## config.mk

```make
export PLATFORM = sky130hd
export DESIGN_NAME = i2c_bitbang_master_core
export DESIGN_NICKNAME = d
export VERILOG_FILES = /design/src/sv/i2cbb_pkg.sv /design/src/sv/i2cbb_front.sv /design/src/sv/i2cbb_engine.sv /design/src/sv/i2c_bitbang_master_core.sv
export SDC_FILE = /design/constraint.sdc
export NUM_CORES = 1
export LEC_CHECK = 0
export BUFFER_PORTS_ARGS = -buffer_cell sky130_fd_sc_hd__buf_2
export CORE_ASPECT_RATIO = 1.4
export CORE_MARGIN = 2
export CORE_UTILIZATION = 58
export DETAILED_ROUTE_END_ITERATION = 12
export GPL_ROUTABILITY_DRIVEN = 0
export PLACE_DENSITY = 0.78
export RECOVER_POWER = 100
export SLEW_MARGIN = 10
export SYNTH_ARGS = -nofsm -noshare
export SYNTH_HDL_FRONTEND = slang
export SYNTH_SLANG_ARGS = --single-unit
```

## constraint.sdc

```tcl
create_clock -name clk -period 12.1 [get_ports clk]
set_clock_uncertainty 0.15 [all_clocks]
set_input_delay 2.42 -clock clk [delete_from_list [all_inputs] [get_ports clk]]
set_output_delay 2.42 -clock clk [all_outputs]
set_load 0.03 [all_outputs]
```

## src/sv/i2cbb_pkg.sv

```systemverilog
// Shared types and constants for the bit-banged I2C master.
// Holds the command and item-kind codes and the queue entry type; no dependencies.
package i2cbb_pkg;

  // Command codes as they arrive on the func field.
  localparam logic [2:0] FUNC_START = 3'd0;
  localparam logic [2:0] FUNC_STOP  = 3'd1;
  localparam logic [2:0] FUNC_WRITE = 3'd2;
  localparam logic [2:0] FUNC_READ  = 3'd3;
  localparam logic [2:0] FUNC_TICK  = 3'd4;

  // Item kinds after classification by the front end.
  localparam logic [2:0] KIND_START = 3'd0;
  localparam logic [2:0] KIND_STOP  = 3'd1;
  localparam logic [2:0] KIND_WRITE = 3'd2;
  localparam logic [2:0] KIND_READ  = 3'd3;
  localparam logic [2:0] KIND_TICK  = 3'd4;
  localparam logic [2:0] KIND_NOP   = 3'd5;

  // Configuration register index and reset value.
  localparam logic      REG_DELAY_TICKS   = 1'b0;
  localparam logic [15:0] DELAY_TICKS_RST = 16'd50;

  // Depth of the queue between front and back end.
  localparam int QUEUE_DEPTH = 4;
  localparam int QPTR_W      = $clog2(QUEUE_DEPTH);
  localparam int QCNT_W      = $clog2(QUEUE_DEPTH + 1);

  // One classified item as held in the queue.
  typedef struct packed {
    logic [2:0] kind;
    logic [7:0] data_byte;
    logic       send_ack;
    logic       sda_in;
  } qitem_t;

  // Queue status seen by the top level.
  typedef struct packed {
    logic full;
    logic empty;
  } qstat_t;

endpackage

```

## src/sv/i2cbb_front.sv

```systemverilog
// Front end of the I2C master: accepts items, classifies the func code and queues them.
// Depends on i2cbb_pkg.
module i2cbb_front (
  input  logic               clk,
  input  logic               rst_n,
  input  logic               in_valid,
  output logic               in_stall,
  input  logic [2:0]         in_func,
  input  logic [7:0]         in_data_byte,
  input  logic               in_send_ack,
  input  logic               in_sda_in,
  output i2cbb_pkg::qitem_t  head,
  output logic               head_valid,
  input  logic               head_take,
  output i2cbb_pkg::qstat_t  stat
);
  import i2cbb_pkg::*;

  qitem_t              mem_r [QUEUE_DEPTH];
  logic [QPTR_W-1:0]   wr_ptr_r, wr_ptr_nxt;
  logic [QPTR_W-1:0]   rd_ptr_r, rd_ptr_nxt;
  logic [QCNT_W-1:0]   count_r, count_nxt;
  logic                push, pop;
  qitem_t              cls;

  // Classify the incoming func code; unknown codes become no-operation items.
  always_comb begin
    cls.data_byte = in_data_byte;
    cls.send_ack  = in_send_ack;
    cls.sda_in    = in_sda_in;
    case (in_func)
      FUNC_START: cls.kind = KIND_START;
      FUNC_STOP:  cls.kind = KIND_STOP;
      FUNC_WRITE: cls.kind = KIND_WRITE;
      FUNC_READ:  cls.kind = KIND_READ;
      FUNC_TICK:  cls.kind = KIND_TICK;
      default:    cls.kind = KIND_NOP;
    endcase
  end

  // The queue stalls the source only when every entry is taken.
  assign in_stall   = (count_r == QCNT_W'(QUEUE_DEPTH));
  assign push       = in_valid && !in_stall;
  assign pop        = head_take && (count_r != '0);
  assign head_valid = (count_r != '0);
  assign head       = mem_r[rd_ptr_r];
  assign stat.full  = in_stall;
  assign stat.empty = (count_r == '0);

  // Pointer and fill count update.
  always_comb begin
    wr_ptr_nxt = push ? wr_ptr_r + 1'b1 : wr_ptr_r;
    rd_ptr_nxt = pop  ? rd_ptr_r + 1'b1 : rd_ptr_r;
    count_nxt  = count_r;
    if (push && !pop) begin
      count_nxt = count_r + 1'b1;
    end else if (pop && !push) begin
      count_nxt = count_r - 1'b1;
    end
  end

  always_ff @(posedge clk) begin
    if (!rst_n) begin
      wr_ptr_r <= '0;
      rd_ptr_r <= '0;
      count_r  <= '0;
    end else begin
      wr_ptr_r <= wr_ptr_nxt;
      rd_ptr_r <= rd_ptr_nxt;
      count_r  <= count_nxt;
    end
  end

  // Queue storage needs no reset.
  always_ff @(posedge clk) begin
    if (push) begin
      mem_r[wr_ptr_r] <= cls;
    end
  end

endmodule

```

## src/sv/i2cbb_engine.sv

```systemverilog
// Back end of the I2C master: runs the line sequences and registers one result per item.
// Depends on i2cbb_pkg.
module i2cbb_engine (
  input  logic              clk,
  input  logic              rst_n,
  input  logic [15:0]       delay_ticks,
  input  i2cbb_pkg::qitem_t head,
  input  logic              head_valid,
  output logic              head_take,
  output logic              out_valid,
  input  logic              out_stall,
  output logic              out_scl,
  output logic              out_sda_out,
  output logic              out_busy_res,
  output logic              out_done_res,
  output logic [7:0]        out_read_data,
  output logic              out_ack_received,
  output logic              out_rejected
);
  import i2cbb_pkg::*;

  // Sequencer phases.
  localparam logic [3:0] PH_IDLE     = 4'd0;
  localparam logic [3:0] PH_START_D1 = 4'd1;
  localparam logic [3:0] PH_STOP_D1  = 4'd2;
  localparam logic [3:0] PH_STOP_D2  = 4'd3;
  localparam logic [3:0] PH_WR_LOW   = 4'd4;
  localparam logic [3:0] PH_WR_HIGH  = 4'd5;
  localparam logic [3:0] PH_WA_LOW   = 4'd6;
  localparam logic [3:0] PH_WA_HIGH  = 4'd7;
  localparam logic [3:0] PH_RD_HIGH  = 4'd8;
  localparam logic [3:0] PH_RD_LOW   = 4'd9;
  localparam logic [3:0] PH_RA_HIGH  = 4'd10;
  localparam logic [3:0] PH_RA_LOW   = 4'd11;

  logic [3:0]  phase_r, phase_nxt;
  logic [2:0]  bit_r, bit_nxt;
  logic [7:0]  shift_r, shift_nxt;
  logic [15:0] tick_r, tick_nxt;
  logic        scl_r, scl_nxt;
  logic        sda_r, sda_nxt;
  logic        ack_flag_r, ack_flag_nxt;
  logic        ack_send_r, ack_send_nxt;
  logic [7:0]  rbyte_r, rbyte_nxt;
  logic        done_nxt, rej_nxt;
  logic        out_valid_r, out_valid_nxt;
  logic        o_scl_r, o_sda_r, o_busy_r, o_done_r, o_ack_r, o_rej_r;
  logic [7:0]  o_rdata_r;
  logic        fire;
  logic        cmd;
  logic [16:0] tick_inc;

  // An item is executed whenever the output register is free or being emptied.
  assign fire      = head_valid && (!out_valid_r || !out_stall);
  assign head_take = fire;
  assign cmd       = (head.kind == KIND_START) || (head.kind == KIND_STOP) ||
                     (head.kind == KIND_WRITE) || (head.kind == KIND_READ);
  assign tick_inc  = {1'b0, tick_r} + 17'd1;

  // Next state for one item.
  always_comb begin
    phase_nxt    = phase_r;
    bit_nxt      = bit_r;
    shift_nxt    = shift_r;
    tick_nxt     = tick_r;
    scl_nxt      = scl_r;
    sda_nxt      = sda_r;
    ack_flag_nxt = ack_flag_r;
    ack_send_nxt = ack_send_r;
    rbyte_nxt    = rbyte_r;
    done_nxt     = 1'b0;
    rej_nxt      = 1'b0;
    if (cmd) begin
      if (phase_r != PH_IDLE) begin
        rej_nxt = 1'b1;
      end else begin
        tick_nxt = '0;
        case (head.kind)
          KIND_START: begin
            sda_nxt   = 1'b0;
            phase_nxt = PH_START_D1;
          end
          KIND_STOP: begin
            sda_nxt   = 1'b0;
            phase_nxt = PH_STOP_D1;
          end
          KIND_WRITE: begin
            shift_nxt = head.data_byte;
            bit_nxt   = 3'd7;
            sda_nxt   = head.data_byte[7];
            phase_nxt = PH_WR_LOW;
          end
          default: begin
            shift_nxt    = '0;
            bit_nxt      = 3'd7;
            ack_send_nxt = head.send_ack;
            scl_nxt      = 1'b1;
            phase_nxt    = PH_RD_HIGH;
          end
        endcase
      end
    end else if (head.kind == KIND_TICK && phase_r != PH_IDLE) begin
      if (tick_inc >= {1'b0, delay_ticks}) begin
        // End of a delay interval: take the next step of the sequence.
        tick_nxt = '0;
        case (phase_r)
          PH_START_D1: begin
            scl_nxt   = 1'b0;
            phase_nxt = PH_IDLE;
            done_nxt  = 1'b1;
          end
          PH_STOP_D1: begin
            scl_nxt   = 1'b1;
            phase_nxt = PH_STOP_D2;
          end
          PH_STOP_D2: begin
            sda_nxt   = 1'b1;
            phase_nxt = PH_IDLE;
            done_nxt  = 1'b1;
          end
          PH_WR_LOW: begin
            scl_nxt   = 1'b1;
            phase_nxt = PH_WR_HIGH;
          end
          PH_WR_HIGH: begin
            scl_nxt = 1'b0;
            if (bit_r == '0) begin
              sda_nxt   = 1'b1;
              phase_nxt = PH_WA_LOW;
            end else begin
              bit_nxt   = bit_r - 1'b1;
              sda_nxt   = shift_r[bit_r - 1'b1];
              phase_nxt = PH_WR_LOW;
            end
          end
          PH_WA_LOW: begin
            scl_nxt   = 1'b1;
            phase_nxt = PH_WA_HIGH;
          end
          PH_WA_HIGH: begin
            ack_flag_nxt = head.sda_in;
            scl_nxt      = 1'b0;
            phase_nxt    = PH_IDLE;
            done_nxt     = 1'b1;
          end
          PH_RD_HIGH: begin
            if (head.sda_in) begin
              shift_nxt[bit_r] = 1'b1;
            end
            scl_nxt   = 1'b0;
            phase_nxt = PH_RD_LOW;
          end
          PH_RD_LOW: begin
            scl_nxt = 1'b1;
            if (bit_r == '0) begin
              sda_nxt   = !ack_send_r;
              phase_nxt = PH_RA_HIGH;
            end else begin
              bit_nxt   = bit_r - 1'b1;
              phase_nxt = PH_RD_HIGH;
            end
          end
          PH_RA_HIGH: begin
            scl_nxt   = 1'b0;
            phase_nxt = PH_RA_LOW;
          end
          PH_RA_LOW: begin
            sda_nxt   = 1'b1;
            rbyte_nxt = shift_r;
            phase_nxt = PH_IDLE;
            done_nxt  = 1'b1;
          end
          default: begin
            phase_nxt = PH_IDLE;
          end
        endcase
      end else begin
        tick_nxt = tick_inc[15:0];
      end
    end
  end

  // Sequencer state advances only when an item is executed.
  always_ff @(posedge clk) begin
    if (!rst_n) begin
      phase_r    <= PH_IDLE;
      bit_r      <= '0;
      shift_r    <= '0;
      tick_r     <= '0;
      scl_r      <= 1'b1;
      sda_r      <= 1'b1;
      ack_flag_r <= 1'b0;
      ack_send_r <= 1'b0;
      rbyte_r    <= '0;
    end else if (fire) begin
      phase_r    <= phase_nxt;
      bit_r      <= bit_nxt;
      shift_r    <= shift_nxt;
      tick_r     <= tick_nxt;
      scl_r      <= scl_nxt;
      sda_r      <= sda_nxt;
      ack_flag_r <= ack_flag_nxt;
      ack_send_r <= ack_send_nxt;
      rbyte_r    <= rbyte_nxt;
    end
  end

  // Output register: holds a result until the receiver takes it.
  assign out_valid_nxt = fire || (out_valid_r && out_stall);

  always_ff @(posedge clk) begin
    if (!rst_n) begin
      out_valid_r <= 1'b0;
    end else begin
      out_valid_r <= out_valid_nxt;
    end
  end

  always_ff @(posedge clk) begin
    if (fire) begin
      o_scl_r   <= scl_nxt;
      o_sda_r   <= sda_nxt;
      o_busy_r  <= (phase_nxt != PH_IDLE);
      o_done_r  <= done_nxt;
      o_rdata_r <= rbyte_nxt;
      o_ack_r   <= ack_flag_nxt;
      o_rej_r   <= rej_nxt;
    end
  end

  assign out_valid        = out_valid_r;
  assign out_scl          = o_scl_r;
  assign out_sda_out      = o_sda_r;
  assign out_busy_res     = o_busy_r;
  assign out_done_res     = o_done_r;
  assign out_read_data    = o_rdata_r;
  assign out_ack_received = o_ack_r;
  assign out_rejected     = o_rej_r;

endmodule

```

## src/sv/i2c_bitbang_master_core.sv

```systemverilog
// Top level of the bit-banged I2C master: configuration register, front end and engine.
// Depends on i2cbb_pkg, i2cbb_front and i2cbb_engine.
//
// Usage: each input item carries a func code (start, stop, write byte, read byte or
// tick) with its data byte, acknowledge choice and the sampled SDA level. Every item,
// including unknown codes, produces exactly one result item showing the driven SCL and
// SDA levels, busy and done flags, the last read byte, the last acknowledge and a flag
// for a command that arrived while busy and was ignored.
// Throughput is one item per clock cycle while the receiver does not stall; the engine
// executes one queued item a cycle. An accepted input item passes through the
// four-entry queue and then the engine's output register before its result is taken.
// When the receiver stalls, the result is held in the output register and the queue
// fills; in_stall rises once all four entries are occupied.
// The delay_ticks register (byte address 0) is written over the APB-style port and
// resets to 50. Reset returns SCL and SDA to released high, the sequencer to idle and
// empties the queue; reset is synchronous and active low.
module i2c_bitbang_master_core (
  input  logic        clk,
  input  logic        rst_n,
  input  logic        in_valid,
  output logic        in_stall,
  input  logic [2:0]  in_func,
  input  logic [7:0]  in_data_byte,
  input  logic        in_send_ack,
  input  logic        in_sda_in,
  output logic        out_valid,
  input  logic        out_stall,
  output logic        out_scl,
  output logic        out_sda_out,
  output logic        out_busy_res,
  output logic        out_done_res,
  output logic [7:0]  out_read_data,
  output logic        out_ack_received,
  output logic        out_rejected,
  input  logic        psel,
  input  logic        penable,
  input  logic        pwrite,
  input  logic [2:0]  paddr,
  input  logic [31:0] pwdata,
  output logic [31:0] prdata,
  output logic        pready
);
  import i2cbb_pkg::*;

  logic [15:0] delay_r;
  logic        cfg_wr;
  qitem_t      head;
  logic        head_valid;
  logic        head_take;
  qstat_t      qstat;

  // Configuration register.
  assign pready = 1'b1;
  assign cfg_wr = psel && penable && pwrite && (paddr[2] == REG_DELAY_TICKS);
  assign prdata = (paddr[2] == REG_DELAY_TICKS) ? {16'd0, delay_r} : 32'd0;

  always_ff @(posedge clk) begin
    if (!rst_n) begin
      delay_r <= DELAY_TICKS_RST;
    end else if (cfg_wr) begin
      delay_r <= pwdata[15:0];
    end
  end

  // Front end: classification and queue.
  i2cbb_front u_front (
    .clk          (clk),
    .rst_n        (rst_n),
    .in_valid     (in_valid),
    .in_stall     (in_stall),
    .in_func      (in_func),
    .in_data_byte (in_data_byte),
    .in_send_ack  (in_send_ack),
    .in_sda_in    (in_sda_in),
    .head         (head),
    .head_valid   (head_valid),
    .head_take    (head_take),
    .stat         (qstat)
  );

  // Back end: bus sequencer and result register.
  i2cbb_engine u_engine (
    .clk              (clk),
    .rst_n            (rst_n),
    .delay_ticks      (delay_r),
    .head             (head),
    .head_valid       (head_valid),
    .head_take        (head_take),
    .out_valid        (out_valid),
    .out_stall        (out_stall),
    .out_scl          (out_scl),
    .out_sda_out      (out_sda_out),
    .out_busy_res     (out_busy_res),
    .out_done_res     (out_done_res),
    .out_read_data    (out_read_data),
    .out_ack_received (out_ack_received),
    .out_rejected     (out_rejected)
  );

`ifndef NO_ASSERTIONS
  // A finished sequence leaves the block idle.
  a_done_not_busy: assert property (@(posedge clk) disable iff (!rst_n)
    out_valid && out_done_res |-> !out_busy_res)
    else $error("done reported while still busy");

  // A rejected command cannot also complete a sequence.
  a_rej_not_done: assert property (@(posedge clk) disable iff (!rst_n)
    out_valid && out_rejected |-> !out_done_res)
    else $error("rejected item also reported done");

  // The queue is never both full and empty.
  a_queue_sane: assert property (@(posedge clk) disable iff (!rst_n)
    !(qstat.full && qstat.empty))
    else $error("queue status inconsistent");

  // The engine only takes an item that the queue holds.
  a_take_valid: assert property (@(posedge clk) disable iff (!rst_n)
    head_take |-> !qstat.empty)
    else $error("engine took from an empty queue");
`endif

endmodule

```

==> metrics <==
Filler cells=~900; flop2flop setup slack=roughly 7.3 ns; Cell variety after synth=69; GR Overflow Total=0; WP data arrival=between 3 and 4 ns; count of final hold-check violations=0; Reg-to-Reg Start=u_engine.tick_r[0]; leakage=around 2.8 nW; failing checks=max-capacitance violations, max-slew violations; dpl cells=just over 800; RSZ-0062 raised after global routing=no; Synth warnings=0; Int Pwr=0.9688 mW; row cnt=between 40 and 50; Clock Path Buffers=2; antenna-violating nets left=0; Total Power=approximately 1.5 mW; CORE AREA=~0.011 mm2; pwr/cell area=201.4 mW/mm2; # hold bufs at CTS=0; total track usage=roughly 24%; first-pass GRT wire length=22.94 mm; P&R area growth vs syn=12.12%; Finish-stage setup viols=0; n_diodes=0; PortBufs=68; top cells by count, synth=72 x nor2_1, 69 x dfxtp_1, 66 x edfxtp_1; top post-synthesis cells by area=edfxtp_1 30%, dfxtp_1 21%, mux4_2 5.1%; syn avg cell area=10.57 um2; Critical Path Fanout Max=18; worst min-delay path category=reg -> reg; Mapped Cells=approximately 630; Worst Max-Slew Pin Slew=~1.7 ns; clock latency on the worst-skew pair=approximately 0.42 ns; area of the mapped netlist=about 0.0066 mm2; max_slew headroom=-15.92%; Clock power frac=between 30% and 40%; Max Slew Vio Count=56; final worst path period share=between 40% and 50%; WL/cell=~17 um; status=finished, violations left; top_reg_cell synth=dfxtp_1; total negative slack=0 ns; Synth top area share=roughly 30%; initial antenna violation count=0; DR vias/cell=5.903; maximum number of pins on one net before global-route repair=56; Period minus WS final=5.852 ns; CTS Buf Count=17; sw power=around 0.53 mW; vias in the first global route=roughly 4800; Cell Count, Final, Fillers Out=between 800 and 900; #FFs+latches synth=between 100 and 150; combinational share of power=approximately 28%; DP HPWL=just under 10 mm; Die Y=about 130 um; Worst Hold Launch=delay_r[9]; max cap viols=1; worst reg2reg path depth=14; vias=around 5000; Post-CTS Resized=0; CP Capture Type=primary output; startpoint types=primary input; fraction of power spent switching nets=between 30% and 40%; EDFF count, synth=66; Sequential Area=between 0.003 and 0.004 mm2; Async S/R FF share, synth=0%; first-pass iteration count of the detailed router=6; area leader, netlist=edfxtp_1; Max H-tree Level=4; Hold Path End=delay_r[9]; area of the multi-input gates=0.002943 mm2; DR iter-0 viols=416; Req. time, crit path=around 9.5 ns; Hold Path Cell Cnt=2; Root Buffer=clkbuf_16; die width=roughly 94 um; Initial Util=between 50 and 60%; Die Area=0.01231 mm2; Fmax=between 150 and 200 MHz; count leader, synth=nor2_1; register area share after synthesis=50.76%; Worst R2R End=u_engine.out_busy_res; drt total wl=14.32 mm; share of layout cells above drive strength 1=roughly an eighth; final net count=~770; Sequential Power Share=41.0%; Max rail drop VDD=around 0.16 mV; DRC=0; CTS tree=built; area post-placement=around 0.0070 mm2; TritonCTS Sinks=135; WHS=0.3067 ns; Finished Cell Area=approximately 0.0074 mm2; I/O pin count=104; postcts setup bufs=0; Setup CP Type=in -> out; Clk pin slew, worst setup/hold paths=about 0.06 ns
-- cells in the final DEF (no fill, tap or decap), types with 10 or more instances in the layout --
master,synthesis,layout
nor2_1,72,72
dfxtp_1,69,69
edfxtp_1,66,66
nand2_1,61,61
clkbuf_1,25,47
a21oi_1,33,33
inv_1,28,29
o21ai_0,25,25
ha_1,24,24
buf_2,1,23
conb_1,2,17
clkbuf_16,0,17
mux4_2,15,15
nand3_1,14,14
mux2i_1,14,14
nor3_1,13,13
mux2_2,11,11
xor2_1,11,11
and3_1,10,10
-- kinds of logic (layout without fill, tap and decap cells) --
family	count (synthesis)	count (layout)	synth area share, %
compound gates	116	116	11.73
xor+xnor	19	19	2.511
fa+ha+maj	26	26	4.985
buf+inv	76	133	5.513
flops	135	135	50.76
mux	40	40	9.082
other cells	2	17	0.1133
simple gates	213	213	15.31
-- critical path: stages --
cell	delay, ns
clkbuf_1	0.52
nor2b_1	0.10
clkbuf_1	0.25
-- through the flow --
stage                     util (%)  setup slack [ns]
final                        66.20             6.248
after global placement       62.16             6.597
after CTS                    66.87             6.585
after detailed placement     62.16             6.585
after floorplan                  -             6.327
after global routing         66.20             6.175
-- power by group through the flow --
| stage | clock network [mW] | logic [mW] | registers (mW) |
|---|---|---|---|
| 2_1_floorplan | 0 | 0.314 | 0.634 |
| 3_3_place_gp | 0 | 0.418 | 0.614 |
| 3_5_place_dp | 0 | 0.432 | 0.618 |
| 4_1_cts | 0.466 | 0.436 | 0.610 |
| 5_1_grt | 0.485 | 0.467 | 0.622 |
| 6_report | 0.458 | 0.425 | 0.613 |
-- worst max path at each step --
stage | slack [ns] | endpoint | from | cells after the start
floorplan | 6.33 | prdata[10] | paddr[2] | 3
global placement | 6.60 | prdata[0] | paddr[2] | 3
detailed placement | 6.58 | prdata[0] | paddr[2] | 3
CTS | 6.59 | prdata[0] | paddr[2] | 3
global route | 6.17 | prdata[1] | paddr[2] | 3
finish | 6.25 | prdata[0] | paddr[2] | 3
-- routing by layer --
layer	track usage [%]	vias to the layer above	wire (um)
met4	13.55	0	548
met3	5.619	51	865
met2	44.75	212	7668
met5	0	-	0
li1	-	2367	-
met1	25.69	2346	5236
-- final cells by class --
class	count	area share, %
Sequential cell	135	45.27
Multi-Input combinational cell	431	39.61
Clock buffer	17	5.726
Timing Repair Buffer	72	4.126
Tap cell	144	2.425
Inverter	29	1.465
Clock inverter	15	1.381
-- sequential cells by signal, summed over array words and instances (netlist names), named ones only --
signal	count
u_front.mem_r	52
delay_r	16
u_engine.tick_r	16
u_engine.out_read_data	8
u_engine.rbyte_r	8
u_engine.shift_r	8
u_engine.phase_r	4
u_engine.bit_r	3
u_front.count_r	3
u_front.rd_ptr_r	2
u_front.wr_ptr_r	2
u_engine.ack_flag_r	1
u_engine.ack_send_r	1
u_engine.out_ack_received	1
u_engine.out_busy_res	1
u_engine.out_done_res	1
u_engine.out_rejected	1
u_engine.out_scl	1
u_engine.out_sda_out	1
u_engine.out_valid	1
u_engine.scl_r	1
u_engine.sda_r	1
(Power assumes the default switching activity.)
